**src/sv/qep_pkg.sv**
```systemverilog
// Shared types and constants for the quadrature encoder position tracker.
// No dependencies.
`timescale 1ns / 1ps

package qep_pkg;

	localparam int POSITION_WIDTH_DEF = 8;
	localparam int CFG_DATA_W         = 8;
	localparam int CFG_INDEX_W        = 2;

	localparam int POS_MIN_RST = 2;
	localparam int POS_MAX_RST = 4;
	localparam int POS_CNT_RST = 2;

	typedef enum logic [CFG_INDEX_W-1:0] {
		REG_POSITION_MIN = 2'd0,
		REG_POSITION_MAX = 2'd1
	} cfg_reg_t;

	typedef enum logic [1:0] {
		PH_IDLE  = 2'd0,
		PH_LEFT  = 2'd1,
		PH_RIGHT = 2'd2,
		PH_BOTH  = 2'd3
	} phase_t;

	typedef struct packed {
		phase_t phase;
		logic   left_pend;
		logic   right_pend;
	} qep_fsm_t;

endpackage

```
**src/sv/qep_step.sv**
```systemverilog
// Next-state and position-step logic for one phase sample.
// Depends on qep_pkg.
`timescale 1ns / 1ps

module qep_step #(
	parameter int POS_W = qep_pkg::POSITION_WIDTH_DEF
) (
	input  qep_pkg::qep_fsm_t cur,
	input  logic              phase_a,
	input  logic              phase_b,
	input  logic [POS_W-1:0]  count,
	input  logic [POS_W-1:0]  pos_min,
	input  logic [POS_W-1:0]  pos_max,
	output qep_pkg::qep_fsm_t nxt,
	output logic [POS_W-1:0]  nxt_count
);

	logic [POS_W-1:0] inc_val;
	logic [POS_W-1:0] dec_val;
	logic             lvl_00;
	logic             lvl_01;
	logic             lvl_10;
	logic             lvl_11;

	assign inc_val = (count >= pos_max) ? pos_min : count + 1'b1;
	assign dec_val = (count <= pos_min) ? pos_max : count - 1'b1;

	assign lvl_00 = !phase_a && !phase_b;
	assign lvl_01 = !phase_a &&  phase_b;
	assign lvl_10 =  phase_a && !phase_b;
	assign lvl_11 =  phase_a &&  phase_b;

	always_comb begin
		nxt       = cur;
		nxt_count = count;
		case (cur.phase)
			qep_pkg::PH_IDLE: begin
				if (lvl_01) begin
					nxt.phase = qep_pkg::PH_LEFT;
				end else if (lvl_10) begin
					nxt.phase = qep_pkg::PH_RIGHT;
				end
			end
			qep_pkg::PH_LEFT: begin
				if (lvl_00) begin
					nxt.left_pend = 1'b1;
					nxt.phase     = qep_pkg::PH_BOTH;
				end else if (lvl_11) begin
					nxt.phase = qep_pkg::PH_IDLE;
				end
			end
			qep_pkg::PH_RIGHT: begin
				if (lvl_00) begin
					nxt.right_pend = 1'b1;
					nxt.phase      = qep_pkg::PH_BOTH;
				end else if (lvl_11) begin
					nxt.phase = qep_pkg::PH_IDLE;
				end
			end
			qep_pkg::PH_BOTH: begin
				// completed detent first, then re-entry to a side state
				if (lvl_10) begin
					if (cur.left_pend) begin
						nxt.left_pend = 1'b0;
						nxt_count     = inc_val;
						nxt.phase     = qep_pkg::PH_IDLE;
					end
					if (cur.right_pend) begin
						nxt.right_pend = 1'b0;
						nxt.phase      = qep_pkg::PH_RIGHT;
					end
				end else if (lvl_01) begin
					if (cur.right_pend) begin
						nxt.right_pend = 1'b0;
						nxt_count      = dec_val;
						nxt.phase      = qep_pkg::PH_IDLE;
					end
					if (cur.left_pend) begin
						nxt.left_pend = 1'b0;
						nxt.phase     = qep_pkg::PH_LEFT;
					end
				end
			end
			default: begin
				nxt = cur;
			end
		endcase
	end

endmodule

```
**src/sv/quadrature_encoder_position.sv**
```systemverilog
// Quadrature encoder position tracker, top level. Depends on qep_pkg and qep_step.
// An accepted input passes through the input register, then the result register.
// Throughput: one sample per cycle unless out_stall holds the result, which backs up into in_stall.
// Reset (arst_n low, asynchronous): idle phase, no pending marks, count 2, range 2..4; position is not reset.
`timescale 1ns / 1ps

module quadrature_encoder_position #(
	parameter int POSITION_WIDTH = qep_pkg::POSITION_WIDTH_DEF
) (
	input  logic                            clk,
	input  logic                            arst_n,

	input  logic                            in_valid,
	output logic                            in_stall,
	input  logic                            phase_a,
	input  logic                            phase_b,

	output logic                            out_valid,
	input  logic                            out_stall,
	output logic [POSITION_WIDTH-1:0]       position,

	input  logic                            cfg_valid,
	output logic                            cfg_ready,
	input  logic [qep_pkg::CFG_INDEX_W-1:0] cfg_index,
	input  logic [qep_pkg::CFG_DATA_W-1:0]  cfg_data
);

	localparam int EXT_W = POSITION_WIDTH + qep_pkg::CFG_DATA_W;

	logic                      valid_s1;
	logic                      a_s1;
	logic                      b_s1;
	logic                      valid_s2;
	logic [POSITION_WIDTH-1:0] pos_s2;

	qep_pkg::qep_fsm_t         fsm_q;
	qep_pkg::qep_fsm_t         fsm_nxt;
	logic [POSITION_WIDTH-1:0] count_q;
	logic [POSITION_WIDTH-1:0] count_nxt;
	logic [POSITION_WIDTH-1:0] pos_min_q;
	logic [POSITION_WIDTH-1:0] pos_max_q;

	logic [EXT_W-1:0]          cfg_ext;
	logic [POSITION_WIDTH-1:0] cfg_val;
	logic                      in_xfer;
	logic                      out_load;
	logic                      adv;

	assign out_load = !valid_s2 || !out_stall;
	assign adv      = valid_s1 && out_load;
	assign in_stall = valid_s1 && !out_load;
	assign in_xfer  = in_valid && !in_stall;

	assign out_valid = valid_s2;
	assign position  = pos_s2;
	assign cfg_ready = 1'b1;

	assign cfg_ext = {{POSITION_WIDTH{1'b0}}, cfg_data};
	assign cfg_val = cfg_ext[POSITION_WIDTH-1:0];

	qep_step #(
		.POS_W (POSITION_WIDTH)
	) u_step (
		.cur       (fsm_q),
		.phase_a   (a_s1),
		.phase_b   (b_s1),
		.count     (count_q),
		.pos_min   (pos_min_q),
		.pos_max   (pos_max_q),
		.nxt       (fsm_nxt),
		.nxt_count (count_nxt)
	);

	// input register
	always_ff @(posedge clk or negedge arst_n) begin
		if (!arst_n) begin
			valid_s1 <= 1'b0;
		end else if (in_xfer) begin
			valid_s1 <= 1'b1;
		end else if (adv) begin
			valid_s1 <= 1'b0;
		end
	end

	always_ff @(posedge clk) begin
		if (in_xfer) begin
			a_s1 <= phase_a;
			b_s1 <= phase_b;
		end
	end

	// tracker state, advanced once per sample
	always_ff @(posedge clk or negedge arst_n) begin
		if (!arst_n) begin
			fsm_q   <= '{phase: qep_pkg::PH_IDLE, left_pend: 1'b0, right_pend: 1'b0};
			count_q <= POSITION_WIDTH'(qep_pkg::POS_CNT_RST);
		end else if (adv) begin
			fsm_q   <= fsm_nxt;
			count_q <= count_nxt;
		end
	end

	// result register
	always_ff @(posedge clk or negedge arst_n) begin
		if (!arst_n) begin
			valid_s2 <= 1'b0;
		end else if (out_load) begin
			valid_s2 <= valid_s1;
		end
	end

	always_ff @(posedge clk) begin
		if (adv) begin
			pos_s2 <= count_nxt;
		end
	end

	// range registers
	always_ff @(posedge clk or negedge arst_n) begin
		if (!arst_n) begin
			pos_min_q <= POSITION_WIDTH'(qep_pkg::POS_MIN_RST);
			pos_max_q <= POSITION_WIDTH'(qep_pkg::POS_MAX_RST);
		end else if (cfg_valid && cfg_ready) begin
			case (cfg_index)
				qep_pkg::REG_POSITION_MIN: pos_min_q <= cfg_val;
				qep_pkg::REG_POSITION_MAX: pos_max_q <= cfg_val;
				default: begin
				end
			endcase
		end
	end

endmodule

```
**config.mk**
```make
export PLATFORM = sky130hd
export DESIGN_NAME = quadrature_encoder_position
export DESIGN_NICKNAME = d
export VERILOG_FILES = /design/src/sv/qep_pkg.sv /design/src/sv/qep_step.sv /design/src/sv/quadrature_encoder_position.sv
export SDC_FILE = /design/constraint.sdc
export NUM_CORES = 1
export LEC_CHECK = 0
export BUFFER_PORTS_ARGS = -buffer_cell sky130_fd_sc_hd__buf_2
export CAP_MARGIN = 5
export CORE_MARGIN = 3
export CORE_UTILIZATION = 45
export CTS_CLUSTER_SIZE = 28
export DETAILED_ROUTE_END_ITERATION = 6
export GPL_TIMING_DRIVEN = 0
export PLACE_DENSITY = 0.69
export SYNTH_ARGS = -nofsm -noshare
export SYNTH_HDL_FRONTEND = slang
export SYNTH_SLANG_ARGS = --single-unit
```
**constraint.sdc**
```tcl
create_clock -name clk -period 6.15 [get_ports clk]
set_input_delay 1.23 -clock clk [delete_from_list [all_inputs] [get_ports clk]]
set_output_delay 1.23 -clock clk [all_outputs]
set_load 0.05 [all_outputs]
```
* Yosys cells after proc, flatten, opt, wreduce, memory -nomap -nowiden
Cells that the tools add are included.
** Word-level totals
- Logic and storage cells :: 74
- Output and inout bits :: 11
- Flip-flop bits (word level) :: 40
** Cells by class
- Equality and inequality tests :: 11
- Muxes and demuxes :: 23
- Reductions and logical operators :: 25
- Magnitude comparators :: 2
- Add/sub/neg operators :: 2
** Operators by type and width (count)
- 8-bit 2-to-1 mux :: 7
- 2-bit 2-to-1 mux :: 6
- 3-bit by 1-bit != test with 1-bit output, second input constant :: 3
- 8-bit by 1-bit adder with 8-bit output, second input constant :: 1
- 8-bit >= comparator :: 1
- 8-bit less-or-equal comparator :: 1
- 4-bit 2-to-1 mux :: 2
- 4-bit != test, second input constant :: 2
- 4-bit AND reduction :: 2
- 8-bit by 1-bit subtractor with 8-bit output, second input constant :: 1
- 1-bit logical AND :: 7
- 1-bit zero test :: 6
- 3-bit 2-to-1 mux :: 2
- 2-bit one-hot mux with 3 select lines :: 1
- 6-bit AND reduction :: 1
- 2-bit nonzero test :: 3
- 2-bit by 1-bit equality test with 1-bit output, second input constant :: 2
- 2-bit equality test, second input constant :: 2
- 2-bit zero test :: 2
- 2-bit by 1-bit != test with 1-bit output, second input constant :: 2
- 1-bit one-hot mux with 2 select lines :: 2
- 2-bit AND reduction :: 2
- 1-bit 2-to-1 mux :: 3
- 2-bit OR reduction :: 1
- 1-bit logical OR :: 1

* Longest topological paths before layout
Gate-level depths: netlist (run 1).
- Depth after elaboration :: 7
- Gate-level depth with buffers :: 10
- Gate-level depth less buffers :: 9

* By module
Synthesis (run 1) repeated with hierarchy kept, for this count alone.
** Second synthesis, totals
- Cells, all modules :: 266
- Area total of the unflattened synthesis :: 2723.9 sq um
** Modules (own cells, without submodules)
- quadrature_encoder_position :: sequential area each 1054.8 sq um, instances 1, cells each 79, area an instance 1462.7 sq um
- qep_step :: sequential area each 0.0 sq um, instances 1, cells each 187, area an instance 1261.2 sq um

* Least setup slack after synthesis (run 1)
OpenSTA, ideal clock, no wires.
- Path type :: input to output
- Start :: input out_stall
- End :: output in_stall
- Setup slack :: 3.256 ns
- Stages on the path :: 2
- Path buffers :: 0
- Data arrival time :: 1.664 ns
- Path through :: nand3_1 inv_1
** Between the ends
- Word-level cells in the longest chain between the ends :: 4
** RTL lines
- start: declaration :: RTL line quadrature_encoder_position.sv:19 : input logic out_stall,
- 1-bit zero test :: RTL line quadrature_encoder_position.sv:49 : assign out_load = !valid_s2 || !out_stall;
- 1-bit logical OR :: RTL line quadrature_encoder_position.sv:49
- 1-bit zero test :: RTL line quadrature_encoder_position.sv:51 : assign in_stall = valid_s1 && !out_load;
- 1-bit logical AND :: RTL line quadrature_encoder_position.sv:51
- end: declaration :: RTL line quadrature_encoder_position.sv:14 : output logic in_stall,
Every way passes these cells.

* Worst setup path after layout (run 1)
Same ends and word-level chain as after synthesis.

==> qor.csv, run 1 <==
stage,metric,value,unit
placement,dp_cells,417,
worst_setup_path,cp_max_fo,3,
placement,place_congestion,0.899,
synthesis,yosys.area.top_type,dfrtp_1,
drt,drt_wl_total,6760,um
drt,wl_per_cell,15.9,um
outcome,status,"finished, final reports clean",
cells_and_area,drive_gt1_share,18.0,%
power,ir_drop,0.162,mV
synthesis,syn_area_per_cell,9.01,um2
global_route,grt_pass1_wl,11600,um
worst_setup_path,r2r_start,count_q[0],
timing,drv_slew,0,
synthesis,ys_ff_latch,40,
global_route,grt_pass1_vias,2343,
timing,fmax,0.338,GHz
die,dieArea,7320,um2
global_route,overflow,0,
worst_setup_path,cp.required,4.92,ns
drt,drtPass1Iterations,4,
cts,cts_buffer_depth,2,
cells_and_area,nNetsFinal,389,
worst_hold_path,hold_class,flop to flop,
timing,fin_setup_tns,0,ns
die,initial_core_util,47.3,%
power,power.density,419,nW/um2
synthesis,ys_top_cells_by_count,"nand2_1, dfrtp_1, inv_1",
cells_and_area,instances_no_fill,425,
die,die_x,85.6,um
worst_hold_path,whs_endpoint,pos_max_q[1],
cells_and_area,syn_to_final_growth,11.0,%
cts,cts_tree,built,
global_route,grt_max_degree,31,
cts,cts.sinks,40,
synthesis,synth-main-ff-cell,dfrtp_1,
synthesis,synth_cell_types,59,
cts,root_buffer,clkbuf_8,
worst_setup_path,critPathCaptureType,output port,
cells_and_area,fin_area,3160,um2
synthesis,synth_top_area_share,23.7,%
synthesis,syn_area,2850,um2
synthesis,yosysMostFrequentCell,nand2_1,
timing,hold_viol,0,
drt,remaining_drc_errors,0,
die,coreArea,6030,um2
worst_setup_path,r2r_slack,3.35,ns
die,die_y,85.6,um
synthesis,yosys-top-cells-area,"dfrtp_1, edfxtp_1, ha_1, nand2_1, inv_1",
worst_setup_path,cp-start-kind,input port,
global_route,grt_usage,20.0,%
worst_setup_path,reg2reg_to,position[4],
synthesis,synthCells,316,
worst_hold_path,hp-start,pos_max_q[1],
synthesis,synth_nets,356,
cts,cts-resized-gates,0,
cts,clk_transition_reported_paths,0.07,ns
synthesis,ys_warn_count,0,
worst_setup_path,arrival,1.73,ns
cts,cts-buffers-inserted,5,
worst_setup_path,worstSetupPathType,input port to output port,
die,ios,28,
global_route,antenna_found_initial,0,
worst_setup_path,worstRegToRegCells,10,
cts,postCtsHoldBufs,0,
timing,fin_worst_skew,0.00777,ns
timing,timing.final.crit_share,48.1,%
placement,dpl.hpwl,5170,um
cells_and_area,num-fill-cells,599,
synthesis,synth_seq_area_share,37.0,%
drt,avgViaCountPerCell,5.63,
worst_hold_path,holdPathStages,1,
timing,grt_setup_unrepaired,false,
timing,worst_pin_slew,0.693,ns
cts,clock_latency,0.29,ns
job,cap_violations,0,
drt,vias,2393,
cts,h-tree-depth,2,
power,power.static_leakage,1.42,nW
cts,cts_setup_buffers,0,
synthesis,synth_edf_count,10,
timing,slew_headroom,53.8,%
placement,placedInstanceArea,3070,um2
timing,fin_crit,2.96,ns
synthesis,ys_async_sr_fraction,75.0,%
cells_and_area,n_antenna_cell,0,
die,rows,28,
drt,drt_iter0_drc,206,
placement,io_buffers,26,
drt,ant_nets,0,
timing,setup-violations-final,0,
-- layer usage --
layer,up-vias,GRT usage [%],share of wire (%)
li1,1201,-,-
met1,1116,26.9,46
met2,69,32.8,47
met3,7,4.03,5.6
met4,0,5.61,1.1
met5,-,0,0
-- logic make-up (layout without fill, tap and decap cells) --
family,count (synthesis),after routing,share of synthesized area (%)
buffers and inverters,42,76,6.37
other,1,1,0.132
multiplexers,19,19,7.65
flip-flops,40,40,37.0
XOR/XNOR,1,1,0.308
AO/OA/AOI/OAI,86,86,20.9
adder cells (fa/ha/maj),23,23,10.1
AND/OR/NAND/NOR,104,104,17.5
-- critical path: stages --
cell and delay, ns:
buf_2 0.09, nand3_1 0.10, inv_1 0.06, buf_2 0.25
-- layout by cell type (no fill, tap or decap), drive strengths merged, types with 8 or more instances in the layout --
cell and count:
o21ai 32, nor2 21, ha 23, nand3 15, nand2 37, inv 27, mux2 13, nor3 8
buf 34, clkbuf 15, edfxtp 10, a21oi 14, dfrtp 27
-- worst max-delay path by stage --
stage              start         end  slack (ns)
2_1_floorplan  out_stall    in_stall        3.26
4_1_cts        out_stall    in_stall        3.19
3_3_place_gp   out_stall  count_q[3]        3.13
3_5_place_dp   out_stall  count_q[5]        3.12
5_1_grt        out_stall    in_stall        3.15
6_report       out_stall    in_stall        3.19
-- where the power goes --
group / total [mW] / internal, mW / switching, mW
registers: 0.424 / 0.351 / 0.0725
clock network: 0.181 / 0.0916 / 0.0899
logic: 0.720 / 0.281 / 0.439
-- cell type report --
| cell class | count | area [um2] | area share [%] |
|---|---|---|---|
| Buffer | 15 | 80.1 | 2.53 |
| Clock buffer | 8 | 90.1 | 2.85 |
| Inverter | 27 | 101 | 3.21 |
| Multi-Input combinational cell | 234 | 1610 | 51.0 |
| Sequential cell | 40 | 1050 | 33.4 |
| Tap cell | 75 | 93.8 | 2.97 |
| Timing Repair Buffer | 26 | 130 | 4.12 |
-- state kept, by name, indices dropped and copies added (netlist names) --
signal,cells
a_s1,1
b_s1,1
count_q,8
fsm_q,4
out_valid,1
pos_max_q,8
pos_min_q,8
position,8
valid_s1,1
-- per-stage QoR --
stage / total power [mW] / hold slack, ns / utilization (%) / setup WS [ns]
detailed placement: 1.14 / 0.487 / 51.0 / 3.12
global placement: 1.12 / 0.478 / 51.0 / 3.13
CTS: 1.33 / 0.510 / 52.5 / 3.19
global route: 1.44 / 0.527 / 52.5 / 3.15
floorplan: 0.971 / 0.456 / - / 3.26
finish: 1.33 / 0.506 / 52.5 / 3.19
No activity file was read; power rests on OpenSTA's default activity.
==> inputs of run 2 (changes only) <==
--- a/config.mk
+++ b/config.mk
@@ -12,7 +12,7 @@
 export CTS_CLUSTER_SIZE = 28
 export DETAILED_ROUTE_END_ITERATION = 6
 export GPL_TIMING_DRIVEN = 0
-export PLACE_DENSITY = 0.69
+export PLACE_DENSITY = 0.72
 export SYNTH_ARGS = -nofsm -noshare
 export SYNTH_HDL_FRONTEND = slang
 export SYNTH_SLANG_ARGS = --single-unit
==> constraint.sdc (replaced) <==
create_clock -name clk -period 2.6 [get_ports clk]
set_input_delay 0.52 -clock clk [delete_from_list [all_inputs] [get_ports clk]]
set_output_delay 0.52 -clock clk [all_outputs]
set_load 0.05 [all_outputs]
==> run 2 against run 1 <==
Effect of this change:
- count of clock-buffer cells in the layout is 2 lower
- clock power is 130% higher
- final cell count is 1.9% higher
- die area stayed put
- via count is 3.9% higher
- setup slack worse by 3.1 ns
==> qor.csv, run 2 (synthesis results as in run 1) <==
stage,metric,value,unit
outcome,status,"finished, final reports clean",
worst_setup_path,cp_slowest_stage_delay,0.55,ns
timing,slew_headroom,53.3,%
global_route,grt_max_degree,31,
timing,fin_crit,2.56,ns
cells_and_area,nNetsFinal,397,
worst_setup_path,worstSetupPathType,flop to flop,
timing,drv_slew,0,
worst_setup_path,critPathCaptureType,flop,
cts,h-tree-depth,2,
cells_and_area,mostFrequentLayoutCells,"nand2_1, buf_2, inv_1, dfrtp_1, ha_1",
worst_setup_path,crit_chain,ha_1 -> nand4_1 -> o31ai_4 -> mux2i_1 -> a21oi_2 -> nor3_4 -> o21ai_2,
cts,cts.sinks,40,
timing,hold_viol,0,
global_route,grt_usage,19.7,%
global_route,grt_pass1_wl,11400,um
worst_setup_path,crit_buf_inv,0,
cells_and_area,final_common_cell,nand2_1,
timing,fin_setup_tns,0,ns
cts,clk_transition_reported_paths,0.09,ns
worst_setup_path,worstRegToRegCells,7,
drt,drt_iter0_drc,221,
die,initial_core_util,47.3,%
drt,ant_nets,0,
drt,wl_per_cell,16.3,um
power,power.static_leakage,1.46,nW
placement,dp_cells,417,
worst_hold_path,hold_class,input port to async pin,
placement,dpl.hpwl,5160,um
worst_setup_path,cp.required,2.63,ns
cells_and_area,n_antenna_cell,0,
global_route,antenna_found_initial,0,
timing,setup-violations-final,0,
power,total_power,3.33,mW
die,die_y,85.6,um
cts,cts_tree,built,
cells_and_area,fin_area,3290,um2
timing,worst_pin_slew,0.700,ns
power,power.density,1010,nW/um2
cts,root_buffer,clkbuf_8,
global_route,overflow,0,
worst_setup_path,reg2reg_to,position[1],
timing,worst_hold_slack,0.253,ns
drt,vias,2487,
die,rows,28,
placement,io_buffers,26,
drt,remaining_drc_errors,0,
placement,placedInstanceArea,3070,um2
drt,avgViaCountPerCell,5.74,
worst_setup_path,arrival,2.58,ns
job,cap_violations,0,
cts,postCtsHoldBufs,0,
cells_and_area,syn_to_final_growth,15.6,%
cts,clock_latency,0.30,ns
cells_and_area,instances_no_fill,433,
drt,drtPass1Iterations,5,
global_route,grt_pass1_vias,2364,
worst_setup_path,cp-start-kind,flop,
worst_setup_path,r2r_slack,0.04,ns
worst_setup_path,slowest_stage,o31ai_4,
worst_setup_path,cp_max_fo,8,
timing,fin_worst_skew,0.0137,ns
worst_setup_path,r2r_start,count_q[6],
worst_setup_path,path_delay_family,compound AO/OA/AOI/OAI gates,
timing,timing.final.crit_share,98.4,%
die,dieArea,7320,um2
die,ios,28,
die,coreArea,6030,um2
cts,cts-buffers-inserted,5,
cts,cts_buffer_depth,2,
timing,fmax,0.391,GHz
drt,drt_wl_total,7050,um
placement,place_congestion,0.931,
power,ir_drop,0.424,mV
cells_and_area,drive_gt1_share,24.9,%
die,die_x,85.6,um
## run 2: cell types whose count changed in the layout (fill, tap and decap cells not counted), sizes merged
cell    change
buf         +8
clkbuf      -2
clkinv      +1
inv         +1
## run 2: what timing repair did
action	in CTS	in global routing
buffers inserted	3	5
gates resized for setup	4	16
endpoints found under the setup margin	8	7
pin swaps	2	10
gates cloned	0	1
## run 2: final cells by class
cell class	instances	area [um2]
inverter	27	101
clock inverter	2	11.3
timing repair buffer	34	190
buffer	15	80.1
multi-input combinational	234	1690
fill	574	2730
clock buffer	6	72.6
tap	75	93.8
sequential	40	1060
## run 2: per-stage QoR
stage	utilization, %	setup WS (ns)
floorplan	-	0.156
global placement	51.0	-0.232
detailed placement	51.0	-0.234
CTS	52.9	0.00810
global route	54.7	-0.0484
finish	54.7	0.0424
## run 2: report_power, final
| group | internal [mW] | switching (mW) | total (mW) |
|---|---|---|---|
| logic | 0.783 | 1.13 | 1.91 |
| clock network | 0.188 | 0.227 | 0.415 |
| registers | 0.833 | 0.173 | 1.01 |
| total | 1.81 | 1.53 | 3.33 |
## run 2: routing by layer
metal	GRT usage (%)	up-vias	share of wire, %
met4	5.61	0	1.6
met5	0	-	0
li1	-	1217	-
met1	26.3	1175	45
met3	3.55	16	6.2
met2	32.7	79	47
## run 2: worst max path at each step
stage,from,to,slack [ns],cells past startpoint
2_1_floorplan,count_q[0],position[4],0.16,10
3_3_place_gp,count_q[0],position[4],-0.23,10
3_5_place_dp,count_q[0],position[4],-0.23,10
4_1_cts,count_q[0],position[0],0.008,10
5_1_grt,count_q[6],position[1],-0.05,7
6_report,count_q[6],position[1],0.04,7
